[config.mk]
export PLATFORM = sky130hd
export DESIGN_NAME = sialu_outq
export DESIGN_NICKNAME = d
export VERILOG_FILES = /design/src/rtl/sialu_outq.sv
export SDC_FILE = /design/constraint.sdc
export NUM_CORES = 1
export LEC_CHECK = 0
export BUFFER_PORTS_ARGS = -buffer_cell sky130_fd_sc_hd__buf_4
export CAP_MARGIN = 20
export CORE_MARGIN = 5
export CORE_UTILIZATION = 55
export CTS_CLUSTER_SIZE = 30
export DETAILED_ROUTE_END_ITERATION = 7
export PLACE_DENSITY = 0.86
export SYNTH_ARGS = -nofsm -noshare
export SYNTH_HDL_FRONTEND = slang
export SYNTH_SLANG_ARGS = --single-unit
[constraint.sdc]
create_clock -name clk -period 6.3 [get_ports clk]
set_input_delay 0.63 -clock clk [delete_from_list [all_inputs] [get_ports clk]]
set_output_delay 0.63 -clock clk [all_outputs]
set_load 0.01 [all_outputs]
[src/rtl/sialu_outq.sv]
// Two-entry output queue that parts the back end from the pop side.
// No package dependency.
`timescale 1ns / 1ps
module sialu_outq #(
    parameter int DATA_WIDTH = 32
) (
    input  logic                  clk,
    input  logic                  rst_n,
    input  logic                  in_valid,
    input  logic [DATA_WIDTH-1:0] in_value,
    input  logic [1:0]            in_status,
    output logic                  in_ready,
    output logic                  empty,
    output logic [DATA_WIDTH-1:0] result_value,
    output logic [1:0]            status,
    input  logic                  pop
);
    logic [DATA_WIDTH-1:0] val_reg [2];
    logic [1:0]            st_reg  [2];
    logic                  wp_reg, rp_reg;
    logic [1:0]            cnt_reg;
    logic                  wr, rd;

    assign in_ready = cnt_reg != 2'd2;
    assign empty    = cnt_reg == 2'd0;
    assign wr = in_valid && in_ready;
    assign rd = pop && !empty;
    assign result_value = val_reg[rp_reg];
    assign status       = st_reg[rp_reg];

    always_ff @(posedge clk or negedge rst_n)
    begin
        if (!rst_n)
        begin
            wp_reg  <= 1'b0;
            rp_reg  <= 1'b0;
            cnt_reg <= 2'd0;
        end
        else
        begin
            if (wr) wp_reg <= !wp_reg;
            if (rd) rp_reg <= !rp_reg;
            cnt_reg <= cnt_reg + 2'(wr) - 2'(rd);
        end
    end

    always_ff @(posedge clk)
    begin
        if (wr)
        begin
            val_reg[wp_reg] <= in_value;
            st_reg[wp_reg]  <= in_status;
        end
    end
endmodule

==> results.md <==
- Outcome: finished clean
- Sum of routed wire length over all layers: around 4.7 mm
- Area growth from synthesis to layout: 27.1%
- TritonCTS clock tree: done
- Via density per instance: just under 5
- Largest delay contributor family on the critical path: flip-flops
- Port-buffer cells: 73
- Maximum number of pins on one net before global-route repair: 36
- Violation count after the first detailed-routing iteration: 70
- Number of levels the H-tree was split into: 3
- Number of buffers on the longest clock path: 2
- Number of top-level design ports: 74
- Via count of the first global-routing pass: roughly 1,500
- Remaining design rule violation count: 0
- Yosys Warn Count: 0
- Busiest layer in global routing: met2
- Number of placement rows: 26
- Netlist area before placement: 2800 um^2
- Register-to-Register Setup Slack: 4.42 ns
- Count of cells along the worst register-to-register path: 3
- Most used cells in the layout excluding fill and tap cells: 74 x sky130_fd_sc_hd__buf_4, 68 x sky130_fd_sc_hd__edfxtp_1, 29 x sky130_fd_sc_hd__mux2_4, 9 x sky130_fd_sc_hd__clkbuf_8, 5 x sky130_fd_sc_hd__mux2_2
- Placer Congestion: between 0.6 and 0.7
- Register clock-pin slew on the reported worst setup and hold paths: 0.07 ns
- Setup Skew: between 0.006 and 0.007 ns
- Sum of negative setup slack: 0 ns
- Mean instance size in the synthesized netlist: roughly 23 um^2
- Mapped Nets: ~160
- Number of flip-flops under the largest register name: 64
- Distinct cell type count after synthesis: 15
- Clock sink count: between 70 and 80
- CP Data Required Time: between 5 and 6 ns
- Crit Path Class: reg2out
- Worst slack on hold paths: about 0.080 ns
- Transition at the pin with the smallest max-transition slack: approximately 1.0 ns
- CP Data Arrival Time: roughly 2.0 ns
- Global routing met3 resource utilization: ~3.9%
- CP Capture Type: primary output
- Number of buffers inserted to repair setup after CTS: 0
- Diodes inserted: 0
- Y dimension of the die: approximately 80 um
- Initial antenna violation count: 0
- Detailed Place HPWL: roughly 3.3 mm
- Starting Density: between 50% and 60%
- Reported leakage power: about 1.4 nW
- Final worst-path cycle share: between 40% and 50%
- Power per standard cell area: 453 nW/um^2
- Post-route cell area: between 3000 and 4000 um^2
- GR Util met1: 17.0%
- Final net count: 244
- Path category of the worst min-delay check: in2async
- Final-report max-slew violation count: 0
- Reg-to-reg startpoint: cnt_reg[1]
- Placeable core area: just over 5000 um^2
- Worst-case setup slack after placement: 4.02 ns
- Layout cell share with drive strength beyond 1: approximately three fifths
- Worst r2r dst: val_reg[1][10]
- Count of TritonRoute iterations in the first routing pass: 6
- IR Drop Worst-Case VDD: ~0.35 mV
- Overall Global Routing Usage: between 10% and 20%
- Routed WL per cell: 16.7 um
- Synth Register Bits: around 70
- Die Span X: 81.4 um
- GR met2 Demand/Resource: around a quarter
- Overflow left after global routing: 0
- Number of clock buffers inserted by TritonCTS: 9
- Die outline area: 6620 um^2
- Setup Viol. Count Final: 0
- Hold Vio Cnt, Final: 0
- Total power after layout: roughly 1.6 mW
- Post-Synthesis Cells: about 120
- Post-CTS Hold Fix Bufs: 0
- Routed Antenna Nets: 0
- Max stage delay on crit path: ~1.1 ns
- Area after detailed placement: between 3000 and 4000 um^2
- Remaining max-slew budget at the tightest pin: between 30% and 40%
- Crit start category: flop
- Unrepaired setup endpoints after global routing: false
- Root buffer cell: sky130_fd_sc_hd__clkbuf_8
- Max-capacitance violation count: 0
- Fmax: between 0.3 and 0.4 GHz
- Worst Slack Setup Final: 3.71 ns
- Number of vias in the routed layout: ~1,400
- Clock latency on the worst-skew pair: between 0.3 and 0.4 ns
- Cell breakdown of the critical path: mux2_2, buf_4
- Most frequent standard cell in the layout excluding fill and tap cells: sky130_fd_sc_hd__buf_4
- Min cycle time layout: about 2.6 ns
- Wire length of the first global-routing pass: 7.11 mm
- Combined buffer and inverter count along the critical path: 1
- Slowest cell on the critical path: sky130_fd_sc_hd__dfrtp_2
- Part of the Yosys area used for sequential elements: between 70% and 80%
- Gates resized, CTS repair: 0
- Critical-path maximum fanout: 35
area by class of cell:
cell class / count / area [um^2]
inverters: 1 / 3.75
well taps: 70 / 87.6
flip-flops and latches: 72 / 2140
fillers: 325 / 1480
multi-input cells: 46 / 592
repair buffers: 74 / 556
clock inverters: 6 / 50.0
clock buffers: 10 / 128
worst register-to-register path: stages (launching register included):
cell	delay, ns
sky130_fd_sc_hd__dfrtp_1	0.41
sky130_fd_sc_hd__nand2b_1	0.12
sky130_fd_sc_hd__and3_1	0.63
sky130_fd_sc_hd__buf_4	0.40
power by group:
part	switching, mW	internal (mW)	leakage (nW)
Combinational	0.209	0.324	0.664
Clock	0.153	0.177	0.0902
Sequential	0.0923	0.658	0.677
Total	0.454	1.16	1.43
per-stage QoR:
step                utilization, %  instances
finish                        70.6        279
floorplan                        -        123
CTS                           70.6        279
global placement              67.1        263
detailed placement            67.1        263
global route                  70.6        279
how the worst max path moves through the flow:
stage	from	endpoint	cells after the start
3_3_place_gp	rp_reg	status[1]	2
5_1_grt	rp_reg	result_value[0]	2
4_1_cts	rp_reg	result_value[0]	2
3_5_place_dp	rp_reg	status[0]	2
2_1_floorplan	in_valid	st_reg[0][0]	2
6_report	rp_reg	result_value[0]	2
cell usage after synthesis:
| library cell | instances | share of area [%] |
|---|---|---|
| sky130_fd_sc_hd__and3_1 | 1 | 0.22 |
| sky130_fd_sc_hd__buf_12 | 3 | 2.1 |
| sky130_fd_sc_hd__buf_6 | 1 | 0.40 |
| sky130_fd_sc_hd__dfrtp_1 | 4 | 3.6 |
| sky130_fd_sc_hd__edfxtp_1 | 68 | 73 |
| sky130_fd_sc_hd__ha_1 | 2 | 0.89 |
| sky130_fd_sc_hd__inv_1 | 1 | 0.13 |
| sky130_fd_sc_hd__mux2_2 | 5 | 2.0 |
| sky130_fd_sc_hd__mux2_4 | 29 | 16 |
| sky130_fd_sc_hd__nand2_1 | 1 | 0.13 |
| sky130_fd_sc_hd__nand2b_1 | 1 | 0.22 |
| sky130_fd_sc_hd__nor2_1 | 2 | 0.27 |
| sky130_fd_sc_hd__nor2b_2 | 1 | 0.31 |
| sky130_fd_sc_hd__xnor2_1 | 3 | 0.94 |
| sky130_fd_sc_hd__xor2_1 | 1 | 0.31 |
metal layers:
layer / vias up / part of all wire, %
li1: 638 / -
met4: 0 / 1.5
met1: 669 / 38
met2: 47 / 55
met5: - / 0
met3: 5 / 5.6
cells by family after synthesis:
group                      share of synthesized area, %
and+or+nand+nor                                    1.16
buffers and inverters                              2.68
muxes                                              17.6
xor gates and xnor gates                           1.25
adders and majority gates                         0.893
DFF                                                76.5
(Power assumes the default switching activity.)
