==> src/rtl/sialu_pkg.sv <==
// Package for the signed integer ALU: operation codes, status codes and
// the operation classes passed from front to back. No dependencies.
`timescale 1ns / 1ps
package sialu_pkg;

    typedef enum logic [3:0] {
        OP_ADD = 4'd0,
        OP_SUB = 4'd1,
        OP_MUL = 4'd2,
        OP_DIV = 4'd3,
        OP_MOD = 4'd4,
        OP_LT  = 4'd5,
        OP_GT  = 4'd6,
        OP_LE  = 4'd7,
        OP_GE  = 4'd8,
        OP_EQ  = 4'd9,
        OP_NE  = 4'd10
    } op_t;

    localparam logic [1:0] ST_OK       = 2'd0;
    localparam logic [1:0] ST_DIV_ZERO = 2'd1;
    localparam logic [1:0] ST_INVALID  = 2'd2;

    // Class of work for the back end.
    typedef enum logic [1:0] {
        CLS_FAST = 2'd0,
        CLS_MUL  = 2'd1,
        CLS_DIV  = 2'd2
    } cls_t;

endpackage

==> src/rtl/sialu_front.sv <==
// Front end: accept transactions, classify the opcode, settle simple
// operations and errors, and register the item. Depends on sialu_pkg.
`timescale 1ns / 1ps
module sialu_front #(
    parameter int DATA_WIDTH = 32
) (
    input  logic                  clk,
    input  logic                  rst_n,
    input  logic                  in_valid,
    input  logic [3:0]            mode,
    input  logic [DATA_WIDTH-1:0] left_operand,
    input  logic [DATA_WIDTH-1:0] right_operand,
    input  logic                  out_ready,
    output logic                  in_ready,
    output logic                  out_valid,
    output sialu_pkg::cls_t       out_cls,
    output logic                  out_is_mod,
    output logic [DATA_WIDTH-1:0] out_a,
    output logic [DATA_WIDTH-1:0] out_b,
    output logic [DATA_WIDTH-1:0] out_fast,
    output logic [1:0]            out_status
);
    logic                  valid_reg;
    sialu_pkg::cls_t       cls_reg, cls_next;
    logic                  mod_reg;
    logic [DATA_WIDTH-1:0] a_reg, b_reg, fast_reg, fast_next;
    logic [1:0]            st_reg, st_next;
    logic                  lt, gt, eq;

    assign in_ready = !valid_reg || out_ready;
    assign lt = $signed(left_operand) < $signed(right_operand);
    assign gt = $signed(right_operand) < $signed(left_operand);
    assign eq = left_operand == right_operand;

    always_comb
    begin
        cls_next  = sialu_pkg::CLS_FAST;
        fast_next = '0;
        st_next   = sialu_pkg::ST_OK;
        case (mode)
            sialu_pkg::OP_ADD: fast_next = left_operand + right_operand;
            sialu_pkg::OP_SUB: fast_next = left_operand - right_operand;
            sialu_pkg::OP_MUL: cls_next = sialu_pkg::CLS_MUL;
            sialu_pkg::OP_DIV, sialu_pkg::OP_MOD:
            begin
                if (right_operand == '0)
                    st_next = sialu_pkg::ST_DIV_ZERO;
                else
                    cls_next = sialu_pkg::CLS_DIV;
            end
            sialu_pkg::OP_LT: fast_next = DATA_WIDTH'(lt);
            sialu_pkg::OP_GT: fast_next = DATA_WIDTH'(gt);
            sialu_pkg::OP_LE: fast_next = DATA_WIDTH'(!gt);
            sialu_pkg::OP_GE: fast_next = DATA_WIDTH'(!lt);
            sialu_pkg::OP_EQ: fast_next = DATA_WIDTH'(eq);
            sialu_pkg::OP_NE: fast_next = DATA_WIDTH'(!eq);
            default: st_next = sialu_pkg::ST_INVALID;
        endcase
    end

    always_ff @(posedge clk or negedge rst_n)
    begin
        if (!rst_n)
            valid_reg <= 1'b0;
        else if (in_ready)
            valid_reg <= in_valid;
    end

    always_ff @(posedge clk)
    begin
        if (in_ready && in_valid)
        begin
            cls_reg  <= cls_next;
            mod_reg  <= (mode == sialu_pkg::OP_MOD);
            a_reg    <= left_operand;
            b_reg    <= right_operand;
            fast_reg <= fast_next;
            st_reg   <= st_next;
        end
    end

    assign out_valid  = valid_reg;
    assign out_cls    = cls_reg;
    assign out_is_mod = mod_reg;
    assign out_a      = a_reg;
    assign out_b      = b_reg;
    assign out_fast   = fast_reg;
    assign out_status = st_reg;
endmodule

==> config.mk <==
export PLATFORM = sky130hd
export DESIGN_NAME = sialu_front
export DESIGN_NICKNAME = d
export VERILOG_FILES = /design/src/rtl/sialu_pkg.sv /design/src/rtl/sialu_front.sv
export SDC_FILE = /design/constraint.sdc
export NUM_CORES = 1
export LEC_CHECK = 0
export ABC_AREA = 1
export BUFFER_PORTS_ARGS = -buffer_cell sky130_fd_sc_hd__buf_4
export CAP_MARGIN = 20
export CORE_MARGIN = 2
export CORE_UTILIZATION = 60
export CTS_CLUSTER_SIZE = 12
export DETAILED_ROUTE_END_ITERATION = 10
export GPL_ROUTABILITY_DRIVEN = 1
export PLACE_DENSITY = 0.86
export SKIP_CTS_REPAIR_TIMING = 1
export SLEW_MARGIN = 20
export SYNTH_ARGS = -nofsm -noshare
export SYNTH_HDL_FRONTEND = slang
export SYNTH_SLANG_ARGS = --single-unit
==> constraint.sdc <==
create_clock -name clk -period 11.7 [get_ports clk]
set_clock_uncertainty 0.15 [all_clocks]
set_input_delay 1.755 -clock clk [delete_from_list [all_inputs] [get_ports clk]]
set_output_delay 1.755 -clock clk [all_outputs]
set_load 0.02 [all_outputs]
==> out/metrics.cfg, run 1 <==
[place]
placed_area_um2 = 10140
place.gp.congestion = 1.043
dp_hpwl_mm = 25.32
place.port_buffers = 174

[route]
drt_wl_total_mm = 31.63
vias = 9269
wl_per_cell_um = 20.46
firstDrtPassIters = 7
drc = 0
antenna_left = 0
drtIter0Drc = 1262
via_per_inst = 5.995

[cts]
tritoncts = done
cts.sinks = 102
cts_buffers = 9
h-tree-depth = 3
path_clk_slew_ps = 80
clock_latency_ps = 360
cts_buffer_depth = 2
cts-root-buf = clkbuf_16

[synth]
synth_nets = 1365
yosysSeqAreaShare = 0.3492
synth_seq_cells = 102
synth_top_area_frac = 0.3463
synth_area_um2 = 8757
synth_cell_types = 40
synthTopCellsByArea = edfxtp_1 (35%), ha_1 (14%), nand2_1 (13%)
yosysWarnings = 0
avgSynthCellArea_um2 = 7.322
synth_cells = 1196
yosysTopAreaCell = edfxtp_1

[critical_path]
required_ps = 9800
endpoint_kind = primary output
worstPathArrival_ps = 2220
cp-startpoint = out_ready
crit_path_max_fanout = 2
startpoint_type = input pin
slowest_stage = buf_4
slowest_delay_ps = 170
crit_path_frequent_cell = buf_4
timing.rr.start = out_valid
criticalPathCategory = in -> out
worstPathCellList = buf_4, inv_1, nand2_1, buf_4

[outcome]
outcome = finished clean

[layout]
fillers = 1154
antennaDiodeCount = 0
layout_common_cells = nand2_1 (303), inv_1 (193), buf_4 (177), nor2_1 (119), edfxtp_1 (101)
drive_gt1_frac = 0.1615
layout.nets = 1526
syn2layout_area_growth_pct = 19.43
final_area_um2 = 10460
final_common_cell = nand2_1

[sta]
setup_viol = 0
finalSetupTns_ps = 0
rsz0062_at_grt = no
period_share = 0.3530
fmax_mhz = 242.2
drv_slew = 0
slew_headroom = 0.4303
hold_viol = 0
worst_slew_pin_slew_ps = 849.3
fin_crit_ps = 4130

[grt]
grt_pass1_vias = 8742
gr-usage-all-layers = 0.3992
antenna_found_initial = 1
grt_pass1_wl_mm = 48.09
grt_max_degree = 54
grt_overflow = 0

[die]
dieHeight_um = 124.8
initial_core_util = 0.6095
row_count = 44
core_area_um2 = 14370
die_area_um2 = 15580
io_pins = 175
die_x_um = 124.8

[power_and_ir_drop]
p_leak_nw = 5.245
vdd_drop_max_mv = 0.07294
pwr_density_cell_nw_per_um2 = 108.4

[min_path]
min_from = out_valid
min_path_type = reg -> reg

[job]
maxCapViolCount = 0

## cells by family after synthesis
family                   count (synthesis)  synth area share
AND/OR/NAND/NOR                        567            0.2692
XOR/XNOR                                10           0.01000
AO/OA/AOI/OAI                          196            0.1257
flip-flops                             102            0.3492
buffers and inverters                  224            0.1056
adder cells (fa/ha/maj)                 97            0.1403
## layer usage
layer	global-route usage	wire, µm	vias to the layer above
li1	-	-	4214
met1	0.5017	11940	4228
met2	0.6403	14200	698
met3	0.1057	3820	127
met4	0.1948	1649	2
met5	0	24	-
## registers in the layout (all words and copies together) (netlist names)
signal and count:
out_a 32, out_b 32, out_fast 32, out_cls 2
out_status 2, out_is_mod 1, out_valid 1
## per-stage QoR
stage / hold WS [ps] / worst slack (ps) / instances / utilization / power [mW]
finish: 473.9 / 7570 / 1546 / 0.7279 / 1.134
global route: 518.0 / 7467 / 1546 / 0.7279 / 1.173
CTS: 471.0 / 7572 / 1546 / 0.7279 / 1.119
detailed placement: 447.8 / 7338 / 1530 / 0.7059 / 0.7967
global placement: 414.0 / 7378 / 1530 / 0.7059 / 0.7894
floorplan: 618.2 / 4285 / 1196 / - / 0.6658
## worst paths after layout
kind | slack [ps] | endpoint | cells after the start
min reg2reg | 470 | out_valid | 2
min in group asynchronous | 1000 | out_valid | 1
max in group asynchronous | 10320 | out_valid | 1
min | 470 | out_valid | 2
max reg2reg | 9320 | out_a[7] | 3
max | 7570 | in_ready | 4
## cell usage after synthesis, drive strengths merged
cell	instances
a21oi	101
inv	196
clkbuf	2
o21a	10
a21o	2
nand3b	1
nand3	100
fa	2
clkinv	1
o22ai	5
nor2	125
or2	2
nand4	13
and2	1
nor3	16
dfrtp	1
o21ai	66
xor2	10
nor4	2
a211oi	1
edfxtp	101
nand2	306
ha	95
buf	25
o21bai	11
and3	1
## area by class of cell
type | instances | area (µm²) | share of cell area
Multi-Input combinational cell | 870 | 4786 | 0.4576
Tap cell | 184 | 230.2 | 0.02201
Clock inverter | 5 | 63.81 | 0.006101
Inverter | 197 | 739.5 | 0.07070
Timing Repair Buffer | 177 | 1329 | 0.1270
Sequential cell | 102 | 3058 | 0.2924
Clock buffer | 11 | 252.7 | 0.02417
## where the power goes
group          switching [mW]  internal, mW  total (mW)  leakage (nW)
Clock                   0.150         0.180       0.330         0.153
Sequential            0.00719         0.426       0.434         0.990
Combinational           0.254         0.117       0.371          4.10
## worst max-delay path, delay by kind of cell
family                 cells  cell delay [ps]
buffers and inverters      3              380
and+or+nand+nor            1               90
Note: power is estimated with default switching activity, not from simulation.
==> run 2: changes to the inputs <==
Settings changed: ABC_AREA 1 to 0, CORE_UTILIZATION 60 to 56, PLACE_DENSITY 0.86 to 0.82.
Clock period 11.7 ns to 3.9 ns, I/O delays scaled along.
==> run 2 against run 1 <==
- die area decreased by 1.5%
- critical path depth increased by 7
- synthesized cell count decreased by 30%
- flip-flop and latch count unchanged
- sequential power increased to 3.0 times the previous value
- global-route usage decreased by 9.1 points
- sequential share of layout area increased by 1.7 points
- routed wire length decreased by 25%
- clock-buffer cell count decreased by 1
- via count decreased by 21%
- register-to-register slack got worse by 7400 ps
==> out/metrics.cfg, run 2 <==
[sta]
fin_crit_ps = 3234
layout_setup_ws_ps = 665.6
finalSetupTns_ps = 0
fmax_mhz = 309.2
drv_slew = 0
whs_ps = 270.0
hold_viol = 0
slew_headroom = 0.2766
setup_viol = 0
rsz0062_at_grt = no
period_share = 0.8293
worst_slew_pin_slew_ps = 1076

[place]
dp.cells = 1180
place.port_buffers = 174
place.gp.congestion = 1.024
placed_area_um2 = 9573
dp_hpwl_mm = 18.37
dp_slack_ps = 386.4

[cts]
cts_buffer_depth = 2
tritoncts = done
cts-root-buf = clkbuf_16
path_clk_slew_ps = 70
cts_buffers = 9
clock_latency_ps = 360
cts.sinks = 102
h-tree-depth = 3

[route]
firstDrtPassIters = 6
antenna_left = 0
vias = 7311
drc = 0
drtIter0Drc = 639
drt_wl_total_mm = 23.80
via_per_inst = 6.108
wl_per_cell_um = 19.88

[grt]
gr-usage-all-layers = 0.3079
grt_pass1_wl_mm = 35.70
grt_pass1_vias = 6647
grt_overflow = 0
grt_max_degree = 53
antenna_found_initial = 0

[critical_path]
worstReg2RegEnd = out_a[21]
required_ps = 3860
cp_top_family = compound AO/OA/AOI/OAI gates
crit_path_max_fanout = 14
endpoint_kind = flip-flop
startpoint_type = input pin
cp.depth = 11
worstPathCellList = buf_4, inv_1, ha_1, nor2_1, a211oi_1, o21ai_2, a2111oi_4, a31oi_1, a21boi_2, mux2i_1, nand3_1
slowest_stage = ha_1
cp_num_buf_inv = 2
criticalPathCategory = in -> reg
worstPathArrival_ps = 3190
timing.rr.start = out_valid
ff2ff_path_depth = 3
r2r_setup_slack_ps = 1960
slowest_delay_ps = 570

[synth]
synth_cell_types = 83
synthTopCellsByArea = edfxtp_1 (38%), ha_1 (15%), inv_1 (4.6%)
synth_ff_type = edfxtp_1
yosysTopAreaCell = edfxtp_1
synth_seq_cells = 102
synth_top_area_frac = 0.3767
synth.most_common_cell = edfxtp_1
synth-async-reset-ratio = 0.009804
yosysWarnings = 0
avgSynthCellArea_um2 = 9.549
synthTopCellsByCount = edfxtp_1 (101), inv_1 (99), ha_1 (95), a21oi_1 (74), nor2_1 (70)
yosysSeqAreaShare = 0.3799
synth_nets = 1012
synth_area_um2 = 8050
synth_cells = 843
synth-edff-count = 101

[min_path]
hold_end = out_valid
min_path_type = in -> reg
min_path_cells = 2
min_from = in_valid

[die]
dieHeight_um = 123.9
die_area_um2 = 15350
io_pins = 175
row_count = 43
core_area_um2 = 13930
initial_core_util = 0.5777
die_x_um = 123.9

[outcome]
outcome = finished clean

[layout]
layout.nets = 1181
regArea_um2 = 3058
final_area_um2 = 9881
syn2layout_area_growth_pct = 22.74
instances_no_fill = 1197
drive_gt1_frac = 0.2340
layout_common_cells = buf_4 (193), edfxtp_1 (101), inv_1 (99), ha_1 (95), a21oi_1 (74)
final_util = 0.7091
antennaDiodeCount = 0
multi_input_area_um2 = 4438
final_common_cell = buf_4
fillers = 1085

[power_and_ir_drop]
vdd_drop_max_mv = 0.2150
p_leak_nw = 4.421
pwr_density_cell_nw_per_um2 = 326.5
total_power_mw = 3.226

[job]
maxCapViolCount = 0

[run 2: logic make-up (layout without fill, tap and decap cells)]
family / after synthesis / after routing / share of synthesized area
AO/OA/AOI/OAI: 250 / 250 / 0.2199
XOR/XNOR: 18 / 18 / 0.01958
adder cells (fa/ha/maj): 97 / 97 / 0.1526
buffers and inverters: 139 / 313 / 0.06994
flip-flops: 102 / 102 / 0.3799
multiplexers: 10 / 10 / 0.01243
AND/OR/NAND/NOR: 227 / 227 / 0.1456
[run 2: how the worst max path moves through the flow]
stage	startpoint	to	slack, ps
6_report	left_operand[16]	out_fast[31]	670
5_1_grt	left_operand[16]	out_fast[31]	590
4_1_cts	left_operand[16]	out_fast[31]	740
3_5_place_dp	left_operand[16]	out_fast[31]	390
3_3_place_gp	left_operand[16]	out_fast[31]	390
2_1_floorplan	out_ready	out_a[0]	60
[run 2: power by group]
part	switching, mW	leakage [nW]	internal (mW)
clock	0.436	0.144	0.504
sequential	0.0177	0.989	1.28
combinational	0.608	3.29	0.381
total	1.06	4.42	2.17
[run 2: final cells by class]
class                           count  share of cell area
Clock buffer                       10             0.02317
Tap cell                          180             0.02279
Multi-Input combinational cell    602              0.4492
Clock inverter                      6            0.006965
Sequential cell                   102              0.3095
Inverter                          102             0.03875
Timing Repair Buffer              195              0.1497
[run 2: worst reg2reg max path, delay by kind of cell (launching register included)]
| family | cells | cell delay, ps |
|---|---|---|
| AND/OR/NAND/NOR | 2 | 690 |
| flip-flops | 1 | 380 |
| buffers and inverters | 1 | 350 |
[run 2: per-layer routing]
metal,track usage,up-vias,share of wire
met1,0.4121,3490,0.42
li1,-,3426,-
met2,0.5086,355,0.48
met5,0,-,0
met4,0.1159,0,0.027
met3,0.04441,40,0.070
==> run 3: changes to the inputs <==
Clock period 3.9 ns to 3.36 ns, I/O delays scaled along.
==> run 3 against run 2 <==
- critical path depth stayed put
- global-route usage rose by 1.1 points
- flip-flop and latch count did not move
- register-to-register slack got worse by 260 ps
- utilization grew 2.3 points
- cell count is 3.7% higher
- sequential power grew 16%
==> out/metrics.cfg, run 3 (same netlist as run 2, synthesis figures left out) <==
[outcome]
outcome = finished clean

[die]
core_area_um2 = 13930
initial_core_util = 0.5777
io_pins = 175
die_area_um2 = 15350
row_count = 43
die_x_um = 123.9
dieHeight_um = 123.9

[sta]
fmax_mhz = 318.2
worst_slew_pin_slew_ps = 844.9
drv_slew = 0
fin_crit_ps = 3142
finalSetupTns_ps = 0
slew_headroom = 0.4316
rsz0062_at_grt = no
setup_viol = 0
period_share = 0.9353
hold_viol = 0

[cts]
h-tree-depth = 3
path_clk_slew_ps = 80
cts-root-buf = clkbuf_16
cts.sinks = 102
cts_buffers = 9
cts_buffer_depth = 2
tritoncts = done
clock_latency_ps = 360

[place]
dp_hpwl_mm = 18.79
place.port_buffers = 174
dp.cells = 1224
place.gp.congestion = 1.014

[layout]
layout.nets = 1225
instances_no_fill = 1241
syn2layout_area_growth_pct = 26.65
multi_input_area_um2 = 4438
final_common_cell = buf_4
regArea_um2 = 3058
antennaDiodeCount = 0
drive_gt1_frac = 0.2667
fillers = 1076
layout_common_cells = buf_4 (237), edfxtp_1 (101), inv_1 (99), ha_1 (95), a21oi_1 (74)

[critical_path]
worstReg2RegEnd = out_fast[22]
crit_path_frequent_cell = buf_4
worstPathArrival_ps = 3100
ff2ff_path_depth = 3
crit_path_max_fanout = 8
crit_end = out_fast[31]
r2r_setup_slack_ps = 1700
timing.rr.start = out_valid
cp_num_buf_inv = 2
slowest_stage = o31ai_1
cp_top_family = compound AO/OA/AOI/OAI gates
cp.depth = 11
required_ps = 3320
criticalPathCategory = in -> reg
endpoint_kind = flip-flop
cp-startpoint = right_operand[2]
worstPathCellList = buf_4, ha_1, nor3b_1, o311ai_1, buf_4, a31oi_2, o31ai_1, a31oi_1, a21boi_2, mux2i_1, nand3_1
startpoint_type = input pin
slowest_delay_ps = 570

[grt]
grt_overflow = 0
grt_max_degree = 102
grt_pass1_wl_mm = 37.28
grt_pass1_vias = 7091
antenna_found_initial = 0
gr-usage-all-layers = 0.3192

[route]
antenna_left = 0
routed.top_layer = met4
drc = 0
wirelength_met1_mm = 9.798
wl_met2_mm = 12.02
via_per_inst = 6.036
wl_per_cell_um = 19.73
drtIter0Drc = 642
firstDrtPassIters = 6
vias = 7491
wl_met3_mm = 1.885
drt_wl_total_mm = 24.49

[power_and_ir_drop]
p_leak_nw = 4.622
pwr_density_cell_nw_per_um2 = 366.3
vdd_drop_max_mv = 0.2159

[job]
maxCapViolCount = 0

[min_path]
min_path_type = in -> reg

## run 3: cell count changes in the layout (fill, tap and decap cells not counted)
| cell | previous run | this run |
|---|---|---|
| inv_8 | 0 | 1 |
| clkinv_4 | 0 | 2 |
| bufinv_16 | 1 | 0 |
| inv_6 | 3 | 1 |
| buf_4 | 193 | 237 |
| clkbuf_1 | 1 | 0 |
| clkinvlp_4 | 1 | 2 |
## run 3: through the flow
| step | total power [mW] | instance area (µm²) | utilization | hold WS, ps | setup slack, ps |
|---|---|---|---|---|---|
| 2_1_floorplan | 2.247 | 8051 | - | 58.41 | 525.8 |
| 3_3_place_gp | 2.703 | 9903 | 0.7107 | 129.8 | 3.556 |
| 3_5_place_dp | 2.723 | 9903 | 0.7107 | 130.2 | -46.31 |
| 4_1_cts | 3.727 | 10190 | 0.7310 | -259.6 | 295.5 |
| 5_1_grt | 3.877 | 10200 | 0.7317 | 192.5 | 147.5 |
| 6_report | 3.735 | 10200 | 0.7317 | 183.3 | 217.5 |
## run 3: how the worst min path moves through the flow
stage,startpoint,end,slack (ps),cells after the start
CTS,rst_n,out_valid,-260,1
detailed placement,rst_n,out_valid,130,1
floorplan,rst_n,out_valid,60,0
global route,in_valid,out_valid,190,2
finish,in_valid,out_valid,180,2
global placement,rst_n,out_valid,130,1
## run 3: layout make-up
cell class                 instances  area share
timing repair buffer             239      0.1774
multi-input combinational        602      0.4353
clock buffer                       9     0.02209
clock inverter                     7    0.005645
inverter                         102     0.03755
tap                              180     0.02209
sequential                       102      0.2999
## run 3: worst register-to-register path, stage by stage (launching register included)
cell	delay, ps
dfrtp_1	380
nand2b_1	120
and2_4	170
buf_12	420
## run 3: report_power, final
group	internal [mW]	leakage, nW	total [mW]	switching (mW)
Sequential	1.49	0.989	1.51	0.0201
Combinational	0.493	3.50	1.22	0.729
Clock	0.511	0.134	1.01	0.495
Total	2.49	4.62	3.73	1.24
## run 3: routing by layer
layer | vias to the layer above | GRT usage
met5 | - | 0
met4 | 0 | 0.1306
met3 | 49 | 0.03571
met2 | 390 | 0.5395
met1 | 3557 | 0.4191
li1 | 3495 | -
